## src/bpa_pkg.sv

```systemverilog
// Shared types and constants for the bitmap page allocator.
// No dependencies; every other file but bpa_ram imports this package.
`timescale 1ns / 1ps

package bpa_pkg;

  localparam int unsigned MAX_PAGES_DEF  = 4096;
  localparam int unsigned PAGE_BYTES_DEF = 4096;

  // One map word covers this many pages.
  localparam int unsigned WORD_BITS = 64;
  localparam int unsigned WORD_IW   = $clog2(WORD_BITS);

  localparam int unsigned ADDR_W = 32;
  localparam int unsigned PCNT_W = 13;
  localparam int unsigned REQ_W  = 2;
  localparam int unsigned STS_W  = 3;
  localparam int unsigned CIDX_W = 2;
  localparam int unsigned CDAT_W = 32;

  localparam logic [ADDR_W-1:0] RAM_BASE_RST   = '0;
  localparam logic [PCNT_W-1:0] PAGE_COUNT_RST = PCNT_W'(4096);
  localparam logic [PCNT_W-1:0] RESERVED_RST   = PCNT_W'(1);

  typedef enum logic [REQ_W-1:0] {
    REQ_INIT  = 2'd0,
    REQ_ALLOC = 2'd1,
    REQ_FREE  = 2'd2,
    REQ_NONE  = 2'd3
  } req_e;

  typedef enum logic [STS_W-1:0] {
    STS_OK       = 3'd0,
    STS_NO_FREE  = 3'd1,
    STS_MISALIGN = 3'd2,
    STS_RANGE    = 3'd3,
    STS_NOT_USED = 3'd4
  } sts_e;

  typedef enum logic [CIDX_W-1:0] {
    CFG_RAM_BASE   = 2'd0,
    CFG_PAGE_COUNT = 2'd1,
    CFG_RESERVED   = 2'd2
  } cfg_e;

  typedef enum logic [2:0] {
    S_IDLE,
    S_INIT,
    S_ALLOC_RD,
    S_ALLOC_CHK,
    S_FREE_RD,
    S_FREE_CHK,
    S_REPLY
  } state_e;

  // Controller to datapath.
  typedef struct packed {
    logic capture;
    logic clr_valid;
    logic row_next;
    logic ram_rd;
    logic wr_init;
    logic wr_alloc;
    logic wr_free;
    logic set_sts;
    sts_e sts;
    logic res_load;
  } cmd_t;

  // Datapath to controller.
  typedef struct packed {
    logic init_more;
    logic row_in_range;
    logic found;
    logic align_ok;
    logic range_ok;
    logic bit_used;
  } stat_t;

endpackage

```

## src/bpa_ctrl.sv

```systemverilog
// Controller state machine of the bitmap page allocator.
// Depends on bpa_pkg; drives bpa_dp through cmd_t and reads stat_t.
`timescale 1ns / 1ps

module bpa_ctrl import bpa_pkg::*; (
  input  logic             clk_i,
  input  logic             rst_ni,
  input  logic             in_valid_i,
  output logic             in_ready_o,
  input  logic [REQ_W-1:0] req_type_i,
  output logic             out_valid_o,
  input  logic             out_ready_i,
  input  stat_t            stat_i,
  output cmd_t             cmd_o
);

  state_e state_q, state_d;
  logic   out_valid_q, out_valid_d;
  logic   slot_free;

  assign slot_free = !out_valid_q || out_ready_i;

  always_comb begin
    state_d = state_q;
    unique case (state_q)
      S_IDLE: begin
        if (in_valid_i) begin
          unique case (req_e'(req_type_i))
            REQ_INIT:  state_d = S_INIT;
            REQ_ALLOC: state_d = S_ALLOC_RD;
            REQ_FREE:  state_d = S_FREE_RD;
            REQ_NONE:  state_d = S_REPLY;
            default:   state_d = S_REPLY;
          endcase
        end
      end
      S_INIT: begin
        if (!stat_i.init_more) state_d = S_REPLY;
      end
      S_ALLOC_RD: begin
        state_d = stat_i.row_in_range ? S_ALLOC_CHK : S_REPLY;
      end
      S_ALLOC_CHK: begin
        state_d = stat_i.found ? S_REPLY : S_ALLOC_RD;
      end
      S_FREE_RD: begin
        if (stat_i.align_ok && stat_i.range_ok) state_d = S_FREE_CHK;
        else state_d = S_REPLY;
      end
      S_FREE_CHK: state_d = S_REPLY;
      S_REPLY: begin
        if (slot_free) state_d = S_IDLE;
      end
      default: state_d = S_IDLE;
    endcase
  end

  always_comb begin
    cmd_o      = '0;
    cmd_o.sts  = STS_OK;
    in_ready_o = 1'b0;
    unique case (state_q)
      S_IDLE: begin
        in_ready_o = 1'b1;
        if (in_valid_i) begin
          cmd_o.capture   = 1'b1;
          cmd_o.clr_valid = (req_e'(req_type_i) == REQ_INIT);
        end
      end
      S_INIT: begin
        if (stat_i.init_more) begin
          cmd_o.wr_init  = 1'b1;
          cmd_o.row_next = 1'b1;
        end
      end
      S_ALLOC_RD: begin
        if (stat_i.row_in_range) begin
          cmd_o.ram_rd = 1'b1;
        end else begin
          cmd_o.set_sts = 1'b1;
          cmd_o.sts     = STS_NO_FREE;
        end
      end
      S_ALLOC_CHK: begin
        if (stat_i.found) cmd_o.wr_alloc = 1'b1;
        else cmd_o.row_next = 1'b1;
      end
      S_FREE_RD: begin
        if (!stat_i.align_ok) begin
          cmd_o.set_sts = 1'b1;
          cmd_o.sts     = STS_MISALIGN;
        end else if (!stat_i.range_ok) begin
          cmd_o.set_sts = 1'b1;
          cmd_o.sts     = STS_RANGE;
        end else begin
          cmd_o.ram_rd = 1'b1;
        end
      end
      S_FREE_CHK: begin
        if (stat_i.bit_used) begin
          cmd_o.wr_free = 1'b1;
        end else begin
          cmd_o.set_sts = 1'b1;
          cmd_o.sts     = STS_NOT_USED;
        end
      end
      S_REPLY: begin
        cmd_o.res_load = slot_free;
      end
      default: ;
    endcase
  end

  always_comb begin
    out_valid_d = out_valid_q;
    if (cmd_o.res_load) out_valid_d = 1'b1;
    else if (out_ready_i) out_valid_d = 1'b0;
  end

  always_ff @(posedge clk_i or negedge rst_ni) begin
    if (!rst_ni) begin
      state_q     <= S_IDLE;
      out_valid_q <= 1'b0;
    end else begin
      state_q     <= state_d;
      out_valid_q <= out_valid_d;
    end
  end

  assign out_valid_o = out_valid_q;

endmodule

```

## config.mk

```make
export PLATFORM = sky130hd
export DESIGN_NAME = bpa_ctrl
export DESIGN_NICKNAME = d
export VERILOG_FILES = /design/src/bpa_pkg.sv /design/src/bpa_ctrl.sv
export SDC_FILE = /design/constraint.sdc
export NUM_CORES = 1
export LEC_CHECK = 0
export BUFFER_PORTS_ARGS = -buffer_cell sky130_fd_sc_hd__buf_2
export CAP_MARGIN = 20
export CORE_AREA = 2 2 39 41
export DETAILED_ROUTE_END_ITERATION = 7
export DIE_AREA = 0 0 41 43
export MAX_ROUTING_LAYER = met4
export SETUP_SLACK_MARGIN = 0.2
export SYNTH_ARGS = -nofsm -noshare
export SYNTH_HDL_FRONTEND = slang
export SYNTH_SLANG_ARGS = --single-unit
```

## constraint.sdc

```tcl
create_clock -name clk_i -period 1.45 [get_ports clk_i]
set_clock_uncertainty 0.1 [all_clocks]
set_input_delay 0.0725 -clock clk_i [delete_from_list [all_inputs] [get_ports clk_i]]
set_output_delay 0.0725 -clock clk_i [all_outputs]
set_load 0.01 [all_outputs]
```

==> results.cfg <==
[detailed_routing]
via_per_inst = 4.98
detail_route.iter0.violations = 29
dr_total_vias = 538
antenna_violating_nets_post_route = 0
wirelength_um = 1260
remaining_drc_errors = 0
drt_pre_antenna_iters = 4
routedWlPerCell_um = 11.7

[global_route]
first_pass_grt_wire_length_um = 1910
grt_max_degree = 9
grt.overflow.total = 0
initial_antenna_violation_count = 0
grt_pass1_vias = 487
grt_usage = 0.165

[critical_path]
critPathRequiredTime_ps = 1280
worst_setup_path_end_kind = output port
critPathMaxFanout = 6
timing.critical_path.arrival_ps = 1400
worstSetupStartpointType = flip-flop
setup.worst_path.class = reg2out

[place]
dp_cells = 97
numPortBuffers = 25
place.gp.congestion = 0.817
dpl-instance-area_um2 = 566
detailedPlace.worstSlack_ps = 2.65
place.detailed.hpwl_um = 859

[logic_synthesis]
postSynthAreaPerCell_um2 = 7.17
netlist_area_um2 = 402
postSynth.asyncResetShare = 1.00
postSynthCellCount = 56
synthDistinctLibCells = 28
synth_largest_type_area_fraction = 0.249
post_synth_most_frequent_cells = 10 x sky130_fd_sc_hd__nor2_1, 6 x sky130_fd_sc_hd__nand2_1, 4 x sky130_fd_sc_hd__dfrtp_1
ys.warnings.count = 0
synth_sequential_area_ratio = 0.249
synth_top_cell_by_area = sky130_fd_sc_hd__dfrtp_1
syn_nets = 68
synth_enable_flop_cells = 0
synth_flop_cell = sky130_fd_sc_hd__dfrtp_1
biggest_area_contributors_in_the_synthesized_netlist = sky130_fd_sc_hd__dfrtp_1 25%, sky130_fd_sc_hd__nor2_1 9.3%, sky130_fd_sc_hd__buf_4 5.6%
synth.most_common_cell = sky130_fd_sc_hd__nor2_1
flops_latches_synth = 4

[die]
core_area_um2 = 1380
initial_core_utilization = 0.290
die_height_um = 43
design.die.area_um2 = 1760
io_pins = 26
die-width_um = 41
std_cell_rows = 14

[finish]
final_nets = 106
post_route_cells_drive_above_1_share = 0.565
postLayoutCellArea_um2 = 688
finish.utilization = 0.497
area_growth_syn_to_layout_pct = 71.3
antenna_cells_inserted = 0
fin_cells = 108

[power]
total_switching_power_uw = 636
total_power_mw = 1.45
power.share.clock = 0.104
power.share.sequential = 0.179
p_comb_frac = 0.717
leakagePower_nw = 0.369
power_report.internal_total_uw = 812
max-vdd-ir-drop_mv = 0.830
swShare = 0.439
p_per_area_nw_per_um2 = 2100

[cts]
cts_bufs_inserted = 3
clkSlewWorstSetupHoldPaths_ps = 40
cts_root_buf = sky130_fd_sc_hd__clkbuf_4
htree_num_levels = 1
cts_buffer_depth = 2
tritoncts_clock_tree = yes
insertion_delay_ps = 250
cts_num_sinks = 4

[sta]
finalHoldViolCount = 0
hold_slack_ps = 21.9
report.final.slew_viol_count = 0
rsz0062_at_grt = true
fin_tns_setup_ps = -638
worst_slew_pin_slew_ps = 175
timing.final.crit_period_ps = 1570
clock.fmax_ghz = 0.636
finalSetupViolCount = 12
finalCritPeriodShare = 1.09
setup_slack_ps = -124
max_slew_margin = 0.883

[run_status]
status = finished, violations left
violated_checks = setup timing

[min_path]
worst_min_delay_path_category = in2reg

[job]
maxCapViolations = 0
==> flip-flops by register name, indices dropped and copies added, names as in the netlist <==
name,cells
state_q,3
out_valid_o,1
==> power by group through the flow <==
stage | Sequential (mW) | Clock [mW] | Combinational (mW)
finish | 0.259 | 0.150 | 1.04
global route | 0.263 | 0.154 | 1.13
CTS | 0.252 | 0.149 | 0.975
detailed placement | 0.262 | 0 | 0.751
global placement | 0.260 | 0 | 0.746
floorplan | 0.208 | 0 | 0.595
==> worst max-delay path, stage by stage, from the launching register on <==
cell and delay, ps:
sky130_fd_sc_hd__dfrtp_2 430, sky130_fd_sc_hd__buf_4 170, sky130_fd_sc_hd__or2_2 300, sky130_fd_sc_hd__nor2_2 110, sky130_fd_sc_hd__buf_2 140
==> layout make-up <==
cell class / instances / area, um^2
sequential: 4 / 103
fill: 140 / 696
inverter: 3 / 13.8
clock buffer: 3 / 22.5
timing repair buffer: 38 / 239
tap: 16 / 20.0
multi-input combinational: 44 / 290
==> layout by cell type (no fill, tap or decap), types with 2 or more instances in the layout <==
master,count
sky130_fd_sc_hd__buf_4,10
sky130_fd_sc_hd__buf_6,3
sky130_fd_sc_hd__a21oi_1,3
sky130_fd_sc_hd__buf_2,24
sky130_fd_sc_hd__nor2_1,8
sky130_fd_sc_hd__a31oi_1,2
sky130_fd_sc_hd__nand2_1,6
sky130_fd_sc_hd__dfrtp_1,2
sky130_fd_sc_hd__dfrtp_2,2
sky130_fd_sc_hd__inv_1,2
sky130_fd_sc_hd__clkbuf_4,3
sky130_fd_sc_hd__nor2b_1,2
==> cell families after synthesis <==
logic type | synth area share
buffers and inverters | 0.106
and+or+nand+nor | 0.436
muxes | 0.0249
DFF | 0.249
AOI/OAI and AO/OA | 0.184
==> layer usage <==
| layer | up-vias | share of wire | wire, um | global-route usage |
|---|---|---|---|---|
| met5 | - | 0 | 0 | - |
| met4 | 0 | 0.017 | 21 | 0.120 |
| met3 | 2 | 0.072 | 91 | 0 |
| met2 | 28 | 0.52 | 661 | 0.253 |
| met1 | 243 | 0.39 | 486 | 0.196 |
| li1 | 265 | - | - | - |
==> worst paths after layout <==
check	start	slack (ps)	endpoint	depth (start not counted)
max	state_q[2]	-120	cmd_o[7]	4
min	out_ready_i	20	out_valid_o	3
max reg2reg	state_q[1]	-10	state_q[2]	6
min reg2reg	out_valid_o	580	out_valid_o	2
max in group asynchronous	rst_ni	1050	state_q[2]	2
min in group asynchronous	rst_ni	60	out_valid_o	2
==> what timing repair did <==
item	CTS	global route
endpoints found under the setup margin	16	16
pin swaps	3	2
gates resized for setup	12	3
setup buffers	6	1
endpoints found under the hold margin	4	0
hold buffers	1	0
Note: power is estimated with default switching activity, not from simulation.
